--- src/rtl/core/edn_pkg.sv ---
// Shared types and constants for the Euclidean distance and RMS norm unit.
package edn_pkg;

	localparam int COUNT_W     = 25;
	localparam int QUEUE_DEPTH = 4;
	localparam int QPTR_W      = 2;
	localparam int TOTAL_W     = 17;
	localparam int ROOT_W      = 32;

	typedef struct packed {
		logic [63:0]        sum;
		logic [COUNT_W-1:0] count;
		logic               ovf;
		logic               mode;
	} job_t;

endpackage

--- src/rtl/core/edn_front.sv ---
// Front end: takes element pairs, squares the difference and accumulates per vector.
module edn_front #(
	parameter int MAX_LENGTH   = 65536,
	parameter int SAMPLE_WIDTH = 32
) (
	input  logic               clk,
	input  logic               arst_n,
	input  logic               in_valid,
	output logic               in_ready,
	input  logic [31:0]        first_value,
	input  logic [31:0]        second_value,
	input  logic               first_present,
	input  logic               second_present,
	input  logic               mode,
	input  logic               last,
	output logic               push,
	output edn_pkg::job_t      push_job,
	input  logic               queue_full
);
	import edn_pkg::*;

	localparam int CNT_W = $clog2(MAX_LENGTH + 1);

	logic               v_s1, last_s1, mode_s1;
	logic [31:0]        mag_s1;
	logic               v_s2, last_s2, mode_s2;
	logic [63:0]        sq_s2;
	logic [63:0]        sum_q;
	logic [CNT_W-1:0]   count_q;
	logic               ovf_q;

	logic               advance;
	logic signed [31:0] a_ext, b_ext;
	logic signed [32:0] diff;
	logic [32:0]        diff_mag;
	logic [64:0]        sum_add;
	logic               cnt_full;
	logic [63:0]        new_sum;
	logic [CNT_W-1:0]   new_count;
	logic               new_ovf;

	assign advance  = !(v_s2 && last_s2 && queue_full);
	assign in_ready = advance;

	assign a_ext    = first_present  ? 32'(signed'(first_value[SAMPLE_WIDTH-1:0]))  : '0;
	assign b_ext    = second_present ? 32'(signed'(second_value[SAMPLE_WIDTH-1:0])) : '0;
	assign diff     = 33'(a_ext) - 33'(b_ext);
	assign diff_mag = diff[32] ? 33'(-diff) : 33'(diff);

	assign sum_add   = {1'b0, sum_q} + {1'b0, sq_s2};
	assign cnt_full  = count_q >= CNT_W'(MAX_LENGTH);
	assign new_sum   = cnt_full ? sum_q : (sum_add[64] ? '1 : sum_add[63:0]);
	assign new_count = cnt_full ? count_q : count_q + CNT_W'(1);
	assign new_ovf   = ovf_q | cnt_full | sum_add[64];

	assign push           = advance && v_s2 && last_s2;
	assign push_job.sum   = new_sum;
	assign push_job.count = COUNT_W'(new_count);
	assign push_job.ovf   = new_ovf;
	assign push_job.mode  = mode_s2;

	always_ff @(posedge clk or negedge arst_n) begin
		if (!arst_n) begin
			v_s1    <= 1'b0;
			v_s2    <= 1'b0;
			sum_q   <= '0;
			count_q <= '0;
			ovf_q   <= 1'b0;
		end else if (advance) begin
			v_s1 <= in_valid;
			v_s2 <= v_s1;
			if (v_s2) begin
				if (last_s2) begin
					sum_q   <= '0;
					count_q <= '0;
					ovf_q   <= 1'b0;
				end else begin
					sum_q   <= new_sum;
					count_q <= new_count;
					ovf_q   <= new_ovf;
				end
			end
		end
	end

	always_ff @(posedge clk) begin
		if (advance) begin
			mag_s1  <= diff_mag[31:0];
			last_s1 <= last;
			mode_s1 <= mode;
			sq_s2   <= 64'(mag_s1) * 64'(mag_s1);
			last_s2 <= last_s1;
			mode_s2 <= mode_s1;
		end
	end

endmodule

--- src/rtl/core/edn_queue.sv ---
// Short job queue between the accumulating front end and the root back end.
module edn_queue (
	input  logic          clk,
	input  logic          arst_n,
	input  logic          push,
	input  edn_pkg::job_t push_job,
	output logic          full,
	input  logic          pop,
	output edn_pkg::job_t head_job,
	output logic          empty
);
	import edn_pkg::*;

	job_t              slots_q [QUEUE_DEPTH];
	logic [QPTR_W-1:0] wr_q, rd_q;
	logic [QPTR_W:0]   fill_q;

	assign full     = fill_q == (QPTR_W + 1)'(QUEUE_DEPTH);
	assign empty    = fill_q == '0;
	assign head_job = slots_q[rd_q];

	always_ff @(posedge clk or negedge arst_n) begin
		if (!arst_n) begin
			wr_q   <= '0;
			rd_q   <= '0;
			fill_q <= '0;
		end else begin
			if (push) wr_q <= wr_q + QPTR_W'(1);
			if (pop)  rd_q <= rd_q + QPTR_W'(1);
			if (push && !pop)      fill_q <= fill_q + (QPTR_W + 1)'(1);
			else if (pop && !push) fill_q <= fill_q - (QPTR_W + 1)'(1);
		end
	end

	always_ff @(posedge clk) begin
		if (push) slots_q[wr_q] <= push_job;
	end

endmodule

--- src/rtl/core/edn_back.sv ---
// Back end: optional mean division, bit-serial square root, rounding and result register.
module edn_back (
	input  logic                          clk,
	input  logic                          arst_n,
	input  logic                          job_avail,
	input  edn_pkg::job_t                 job,
	output logic                          job_pop,
	output logic                          out_valid,
	input  logic                          out_ready,
	output logic [edn_pkg::ROOT_W-1:0]    distance,
	output logic [edn_pkg::TOTAL_W-1:0]   element_total,
	output logic                          saturated
);
	import edn_pkg::*;

	typedef enum logic [2:0] {
		ST_IDLE,
		ST_DIV,
		ST_ROOT,
		ST_ROUND,
		ST_DONE
	} state_t;

	state_t             state_q;
	logic [63:0]        x_q;
	logic [COUNT_W-1:0] div_q;
	logic [COUNT_W-1:0] drem_q;
	logic [32:0]        srem_q;
	logic [31:0]        root_q;
	logic [5:0]         step_q;
	logic [31:0]        dist_q;
	logic [TOTAL_W-1:0] total_q;
	logic               sat_q;

	logic [COUNT_W:0]   dsh, ddiff;
	logic               dge;
	logic [34:0]        ssh, strial, sdiff;
	logic               sge;
	logic               round_up;

	assign dsh   = {drem_q, x_q[63]};
	assign dge   = dsh >= {1'b0, div_q};
	assign ddiff = dsh - {1'b0, div_q};

	assign ssh    = {srem_q, x_q[63:62]};
	assign strial = {1'b0, root_q, 2'b01};
	assign sge    = ssh >= strial;
	assign sdiff  = ssh - strial;

	assign round_up = (srem_q > {1'b0, root_q}) && (root_q != '1);

	assign job_pop       = (state_q == ST_IDLE) && job_avail;
	assign out_valid     = state_q == ST_DONE;
	assign distance      = dist_q;
	assign element_total = total_q;
	assign saturated     = sat_q;

	always_ff @(posedge clk or negedge arst_n) begin
		if (!arst_n) begin
			state_q <= ST_IDLE;
			step_q  <= '0;
			x_q     <= '0;
			div_q   <= '0;
			drem_q  <= '0;
			srem_q  <= '0;
			root_q  <= '0;
			dist_q  <= '0;
			total_q <= '0;
			sat_q   <= 1'b0;
		end else begin
			case (state_q)
				ST_IDLE: begin
					x_q     <= job.sum;
					div_q   <= job.count;
					drem_q  <= '0;
					srem_q  <= '0;
					root_q  <= '0;
					total_q <= job.count[TOTAL_W-1:0];
					sat_q   <= job.ovf;
					if (job_avail) begin
						if (job.mode && job.count != '0) begin
							state_q <= ST_DIV;
							step_q  <= 6'd63;
						end else begin
							state_q <= ST_ROOT;
							step_q  <= 6'd31;
						end
					end
				end
				ST_DIV: begin
					drem_q <= dge ? ddiff[COUNT_W-1:0] : dsh[COUNT_W-1:0];
					x_q    <= {x_q[62:0], dge};
					if (step_q == '0) begin
						state_q <= ST_ROOT;
						step_q  <= 6'd31;
					end else begin
						step_q <= step_q - 6'd1;
					end
				end
				ST_ROOT: begin
					srem_q <= sge ? sdiff[32:0] : ssh[32:0];
					root_q <= {root_q[30:0], sge};
					x_q    <= {x_q[61:0], 2'b00};
					if (step_q == '0) state_q <= ST_ROUND;
					else              step_q  <= step_q - 6'd1;
				end
				ST_ROUND: begin
					dist_q  <= root_q + 32'(round_up);
					state_q <= ST_DONE;
				end
				ST_DONE: begin
					if (out_ready) state_q <= ST_IDLE;
				end
				default: state_q <= ST_IDLE;
			endcase
		end
	end

endmodule

--- src/rtl/core/euclidean_distance_norm_unit.sv ---
// Top level of the Euclidean distance and RMS norm unit.
// Throughput: one element pair per cycle while the four-entry job queue has room; the back
// end handles one vector at a time, and a full queue stalls the input. For the mean, the back
// end runs a 64-step serial divide, then a 32-step serial root; the plain root skips the divide.
// Reset: arst_n asynchronously clears sums, counts, queue and sequencer.
module euclidean_distance_norm_unit #(
	parameter int MAX_LENGTH   = 65536,
	parameter int SAMPLE_WIDTH = 32
) (
	input  logic        clk,
	input  logic        arst_n,
	input  logic        s_axis_tvalid,
	output logic        s_axis_tready,
	// first_value[31:0], second_value[63:32], first_present[64], second_present[65]
	input  logic [71:0] s_axis_tdata,
	// mode[0]
	input  logic        s_axis_tuser,
	input  logic        s_axis_tlast,
	output logic        m_axis_tvalid,
	input  logic        m_axis_tready,
	// distance[31:0], element_total[48:32], saturated[49]
	output logic [55:0] m_axis_tdata
);
	import edn_pkg::*;

	logic                push, queue_full, pop, queue_empty;
	job_t                push_job, head_job;
	logic [ROOT_W-1:0]   distance;
	logic [TOTAL_W-1:0]  element_total;
	logic                saturated;

	edn_front #(
		.MAX_LENGTH  (MAX_LENGTH),
		.SAMPLE_WIDTH(SAMPLE_WIDTH)
	) u_front (
		.clk           (clk),
		.arst_n        (arst_n),
		.in_valid      (s_axis_tvalid),
		.in_ready      (s_axis_tready),
		.first_value   (s_axis_tdata[31:0]),
		.second_value  (s_axis_tdata[63:32]),
		.first_present (s_axis_tdata[64]),
		.second_present(s_axis_tdata[65]),
		.mode          (s_axis_tuser),
		.last          (s_axis_tlast),
		.push          (push),
		.push_job      (push_job),
		.queue_full    (queue_full)
	);

	edn_queue u_queue (
		.clk     (clk),
		.arst_n  (arst_n),
		.push    (push),
		.push_job(push_job),
		.full    (queue_full),
		.pop     (pop),
		.head_job(head_job),
		.empty   (queue_empty)
	);

	edn_back u_back (
		.clk          (clk),
		.arst_n       (arst_n),
		.job_avail    (!queue_empty),
		.job          (head_job),
		.job_pop      (pop),
		.out_valid    (m_axis_tvalid),
		.out_ready    (m_axis_tready),
		.distance     (distance),
		.element_total(element_total),
		.saturated    (saturated)
	);

	assign m_axis_tdata = {6'b0, saturated, element_total, distance};

endmodule
--- config.mk ---
export PLATFORM = sky130hd
export DESIGN_NAME = euclidean_distance_norm_unit
export DESIGN_NICKNAME = d
export VERILOG_FILES = /design/src/rtl/core/edn_pkg.sv /design/src/rtl/core/edn_front.sv /design/src/rtl/core/edn_queue.sv /design/src/rtl/core/edn_back.sv /design/src/rtl/core/euclidean_distance_norm_unit.sv
export SDC_FILE = /design/constraint.sdc
export NUM_CORES = 2
export LEC_CHECK = 0
export ABC_AREA = 1
export BUFFER_PORTS_ARGS = -buffer_cell sky130_fd_sc_hd__buf_2
export CAP_MARGIN = 10
export CORE_MARGIN = 4
export CORE_UTILIZATION = 45
export CTS_CLUSTER_SIZE = 40
export DETAILED_ROUTE_END_ITERATION = 8
export REMOVE_ABC_BUFFERS = 1
export SLEW_MARGIN = 10
export SYNTH_ARGS = -nofsm -noshare
export SYNTH_HDL_FRONTEND = slang
export SYNTH_SLANG_ARGS = --single-unit
--- constraint.sdc ---
create_clock -name clk -period 10.2 [get_ports clk]
set_input_delay 3.06 -clock clk [delete_from_list [all_inputs] [get_ports clk]]
set_output_delay 3.06 -clock clk [all_outputs]
set_load 0.02 [all_outputs]
== Word-level counts from Yosys, hierarchy flattened ==
Memory sizes are Yosys's and may differ from the RTL's.
Index checks and enable logic that the tools add are counted.
Word-level totals
  register bits: 429
  bits in writable memories: 332
  input bits: 78
  output and inout bits: 58
  logic and storage cells: 110
  memories kept: 1
Cells by class
  add/sub/neg operators: 12
  multipliers: 1
  order comparisons: 4
  eq/ne operators: 11
  multiplexer cells: 30
  bitwise logic cells: 3
  reductions and logical operators: 24
Memory list
  u_queue.slots_q: words 4, width 83, rd ports 1, clocked after memory_dff 0, wr ports 1, line edn_queue.sv:14  | job_t slots_q [QUEUE_DEPTH];
Operator list (number)
  64-bit 2-to-1 mux: 3
  64-bit one-hot mux with 3 select lines: 1
  32-bit 2-to-1 mux: 3
  33-bit one-hot mux with 2 select lines: 1
  64-bit by 64-bit adder with 65-bit output: 1
  32-bit by 32-bit multiplier with 64-bit output: 1
  32-bit one-hot mux with 2 select lines: 1
  25-bit one-hot mux with 2 select lines: 1
  35-bit by 34-bit greater-or-equal comparator with 1-bit output: 1
  17-bit 2-to-1 mux: 2
  33-bit by 32-bit > comparator with 1-bit output: 1
  33-bit 2-to-1 mux: 1
  32-bit by 32-bit subtractor with 33-bit output: 1
  33-bit subtractor: 1
  32-bit by 1-bit adder with 32-bit output: 1
  32-bit != test, second input constant: 1
  32-bit negation: 1
  26-bit by 25-bit greater-or-equal comparator with 1-bit output: 1
  25-bit 2-to-1 mux: 1
  25-bit nonzero test: 1
  25-bit subtractor: 1
  6-bit 2-to-1 mux: 4
  3-bit 2-to-1 mux: 6
  6-bit one-hot mux with 3 select lines: 1
  other kinds (25): 48

== Logic depth before layout (Yosys ltp) ==
  word-level depth: 9
  gate-level depth with buffers: 34

== Modules after synthesis ==
A second synthesis with hierarchy kept.
Second synthesis, totals
  cell total of the unflattened synthesis: 9443
  area total of the unflattened synthesis: 76945.0 µm²
By module, submodules not included
  edn_front: times used 1, cells each 6087, area each 46532.1 µm², seq. area each 5074.9 µm²
  edn_back: times used 1, cells each 2237, area each 15413.5 µm², seq. area each 5530.3 µm²
  edn_queue: times used 1, cells each 1110, area each 14939.3 µm², seq. area each 11105.7 µm²
  euclidean_distance_norm_unit: times used 1, cells each 9, area each 60.1 µm², seq. area each 0.0 µm²

== Least setup slack after synthesis ==
No wires, ideal clock.
  path kind: register -> register
  from: register u_front.last_s2
  to: memory u_queue.slots_q[0][0] (netlist bit) (enable)
  arrival: 7.633 ns
  required time: 9.675 ns
  setup slack: 2.042 ns
  stages on the path, launching flop included: 6
  clock period less this slack: 8.158 ns
  path through: edfxtp_1 > nand4_1 > nand2_1 > inv_1 > nand2_1 > nor2_1
Between the ends
  word-level cells in the longest chain between the ends: 7
Ends and longest elaborated chain
  start, declared: line edn_front.sv:26  | logic v_s2, last_s2, mode_s2;
  start signal, assigned: line edn_front.sv:92  | last_s2 <= last_s1;
  1-bit logical AND (2 in series): line edn_front.sv:42  | assign advance = !(v_s2 && last_s2 && queue_full);
  1-bit logical NOT: line edn_front.sv:42
  net s_axis_tready: line euclidean_distance_norm_unit.sv:13  | output logic s_axis_tready,
  1-bit logical AND (2 in series): line edn_front.sv:56  | assign push = advance && v_s2 && last_s2;
  1-bit 2-to-1 mux: line edn_queue.sv:36  | if (push) slots_q[wr_q] <= push_job;
  1-bit 2-to-1 mux (not written as such): line edn_queue.sv:36
  end, declared: line edn_queue.sv:14
The timed path passes the listed nets, and every way through them passes these cells.

== Final worst setup path ==
  from: register u_front.mag_s1[4]
  to: register u_front.sq_s2[59] (data pin)
Between the ends
  word-level cells in the longest chain between the ends: 1
Ends and longest elaborated chain
  start, declared: line edn_front.sv:25  | logic [31:0] mag_s1;
  start signal, assigned: line edn_front.sv:88  | mag_s1 <= diff_mag[31:0];
  32-bit by 32-bit multiplier with 64-bit output: line edn_front.sv:91  | sq_s2 <= 64'(mag_s1) * 64'(mag_s1);
  end signal, assigned: line edn_front.sv:91
  end, declared: line edn_front.sv:27  | logic [63:0] sq_s2;
Every way passes these cells.
A chain may end at the register's enable or synchronous reset.

==> metrics.md <==
| Metric | Value |
|---|---|
| IO Pins | `136` |
| Worst setup SP type | `flip-flop` |
| Syn Area/Cell | `8.332 um^2` |
| Dpl ws | `2.032 ns` |
| DRT iter0 DRCs | `3642` |
| Cell row count | `146` |
| Most area-consuming cells after synthesis | `fa_1 22%, edfxtp_1 18%, dfrtp_1 11%, nand2_1 10%, inv_1 9.8%` |
| Area of the multi-input gates | `43210 um^2` |
| GR Overflow Total | `0` |
| Via count | `55620` |
| Multiplexer area fraction after synthesis | `less than 1%` |
| Final setup vio count | `0` |
| Core area | `158600 um^2` |
| Worst-path clk slew | `0.07 ns` |
| Synthesized-area fraction occupied by and/or/nand/nor cells | `17.08%` |
| Max-cap violations | `0` |
| Post-synthesis async set-or-reset flop share | `41.36%` |
| Final max-slew violation count | `0` |
| Max stage delay on crit path | `0.80 ns` |
| Reg2reg setup slack | `~1.9 ns` |
| Sequential Area | `20550 um^2` |
| Post-synth top area share | `22.15%` |
| Compound-gate portion of the synthesized area | `9.864%` |
| Synth Area in XOR/XNOR | `between 2 and 3%` |
| Status | `finished clean` |
| Antenna violations before repair | `0` |
| Largest fanout on the critical path | `21` |
| Worst slew pin tran | `1.070 ns` |
| Cell variety after synth | `between 60 and 70` |
| Number of vias per cell | `5.159` |
| Fill cells | `roughly 16000` |
| Worst hold endpoint | `u_front.mode_s2` |
| Root Buffer | `clkbuf_16` |
| Die Wd | `407.8 um` |
| Adder-Cell Fraction of Synth Area | `a little under a third` |
| Total CTS buffers | `83` |
| Final hold violations | `0` |
| PostCTS Resize Cnt | `0` |
| Die area | `166300 um^2` |
| #FFs+latches synth | `between 700 and 800` |
| First-pass iteration count of the detailed router | `6` |
| Crit path max-delay cell type | `edfxtp_1` |
| Mapped cell area | `71940 um^2` |
| Fmax | `121.2 MHz` |
| Vias in the first global route | `57700` |
| Critical path, cell by cell | `buf_4, nand2_1, fa_1, inv_1, fa_1, fa_1, fa_1, fa_1, fa_1, fa_1, inv_1, fa_1, inv_1, ha_1, nand2_1, nor2_1, inv_1, nor4_1, nand4_1, nand3_1, a21oi_1, xnor2_1` |
| WL final | `188400 um` |
| Initial Util | `45.37%` |
| Clock tree buffer depth | `3` |
| Req. time, crit path | `10.59 ns` |
| Total Routing Usage GR | `22.84%` |
| DR WL/cell | `17.48 um` |
| # DRC | `0` |
| Hold WC Path Type | `flip-flop to flip-flop` |
| Final period util | `80.89%` |
| Critical Path End Type | `flip-flop` |
| Synth-to-Final Area Change | `7.699%` |
| Sequential cell area fraction in the yosys report | `28.56%` |
| Port-buffer cells | `about 120` |
| RR Startpoint | `u_front.mag_s1[4]` |
| Worst reg2reg endpoint | `u_front.sq_s2[59]` |
| Setup crit start | `u_front.mag_s1[4]` |
| Final TNS setup | `0 ns` |
| TritonCTS Sinks | `735` |
| GPL Wtd Cong | `0.9429` |
| Hold Path Depth | `0` |
| Setup Crit Path Kind | `flip-flop to flip-flop` |
| Yosys warns | `0` |
| Slew HR | `around 29%` |
| Hold buffers post-CTS | `0` |
| Final min period | `8.251 ns` |
| Crit path DAT | `8.64 ns` |
| Main combinational cell family by area after synthesis | `adder cells` |
| Final WS setup | `1.949 ns` |
| R2R cell count | `22` |
| CTS tree | `done` |
| Die height | `just over 400 um` |
| Number of synthesized flops with an enable pin | `431` |
| First-pass GRT wire length | `308800 um` |
| Min-delay src | `u_front.mode_s1` |
| CTS H-tree depth | `3` |
| RSZ-0062 raised after global routing | `false` |
| Gate Count Post-Synth | `8635` |
| Post-CTS Setup Bufs | `0` |
| Share of cells above drive strength 1 | `under 10%` |
| Final ANT Viol Nets | `0` |
| # nets final | `between 9000 and 10000` |
| Largest net degree at the start of global routing | `153` |
| DPL Wire Length | `147000 um` |
| Cell repeated most along the worst path | `fa_1` |
| ANT cells | `0` |
| Clock skew | `about 0.059 ns` |
| Synth Flop Type | `edfxtp_1` |
| Clock Latency Late Sink | `0.70 ns` |
| Synth area leader | `fa_1` |
worst max-delay path, delay by kind of cell (launching register included):
kind,cells,cell delay [ns]
AND/OR/NAND/NOR,6,1.35
adder cells (fa/ha/maj),9,4.71
AO/OA/AOI/OAI,1,0.15
XOR/XNOR,1,0.17
buffers and inverters,5,0.72
flip-flops,1,0.80
layout make-up:
class / count / share of cell area (%)
Multi-Input combinational cell: 5732 / 55.77
Sequential cell: 735 / 26.53
Inverter: 1890 / 9.164
Tap cell: 2072 / 3.346
Clock buffer: 109 / 2.936
Timing Repair Buffer: 196 / 1.531
Clock inverter: 46 / 0.7250
cells in the mapped netlist (all sizes together) (37+ instances only):
cell       n
nand2   1927
inv     1888
fa       796
nor2     630
ha       454
o21ai    435
edfxtp   431
a21oi    316
dfrtp    304
nand3    270
clkbuf   219
xor2     154
o22ai    114
xnor2     84
a31oi     71
nor3      66
buf       64
nand4     51
o21a      49
o211ai    47
a21o      37
per-stage QoR:
stage | std cells | area, um^2 | hold slack (ns) | utilization [%]
2_1_floorplan | 8357 | 70790 | 0.4003 | -
3_5_place_dp | 10630 | 74650 | 0.4045 | 47.08
4_1_cts | 10780 | 77480 | 0.4184 | 48.87
3_3_place_gp | 10630 | 74650 | 0.4028 | 47.08
6_report | 10780 | 77480 | 0.4199 | 48.87
5_1_grt | 10780 | 77480 | 0.4383 | 48.87
cells in the final DEF (no fill, tap or decap), types with 49 or more instances in the layout:
master	n
nand2_1	1912
inv_1	1872
fa_1	796
nor2_1	597
ha_1	454
edfxtp_1	431
o21ai_0	419
a21oi_1	314
dfrtp_1	302
nand3_1	265
xor2_1	153
buf_2	122
o22ai_1	114
xnor2_1	83
clkbuf_16	83
buf_4	72
a31oi_1	71
nor3_1	62
nand4_1	49
o21a_1	49
worst max path at each step:
stage / depth (start not counted) / endpoint / slack [ns]
4_1_cts: 24 / u_front.sq_s2[51] / 1.95
2_1_floorplan: 5 / u_queue.slots_q[0][0] / -0.03
5_1_grt: 27 / u_front.sq_s2[51] / 1.52
3_5_place_dp: 24 / u_front.sq_s2[59] / 2.03
3_3_place_gp: 24 / u_front.sq_s2[51] / 2.00
6_report: 22 / u_front.sq_s2[59] / 1.95
registers in the layout, summed over array words and instances, names as in the netlist, 2 cells and up:
signal	count
u_queue.slots_q	332
u_back.x_q	64
u_front.sum_q	64
u_front.sq_s2	63
u_back.srem_q	33
u_back.distance	32
u_back.root_q	32
u_front.mag_s1	32
u_back.drem_q	25
u_back.div_q	17
u_front.count_q	17
u_back.step_q	6
u_back.state_q	3
u_queue.fill_q	3
u_queue.rd_q	2
u_queue.wr_q	2
kinds of logic (layout without fill, tap and decap cells):
family                     after synthesis  in the layout
muxes                                    1              1
AOI/OAI and AO/OA                     1216           1216
adders and majority gates             1250           1250
other                                    1              6
and+or+nand+nor                       3021           3021
xor gates and xnor gates               238            238
buffers and inverters                 2173           2241
DFF                                    735            735
layer usage:
| metal | share of wire, % | global-route usage [%] |
|---|---|---|
| met2 | 48 | 38.98 |
| met3 | 4.5 | 2.164 |
| met1 | 46 | 31.74 |
| met5 | 0 | 0 |
| met4 | 2.1 | 4.973 |
Power is left out: the tool's default activity adds up to more than one toggle a clock period on the data nets, which glitch-free logic cannot reach.
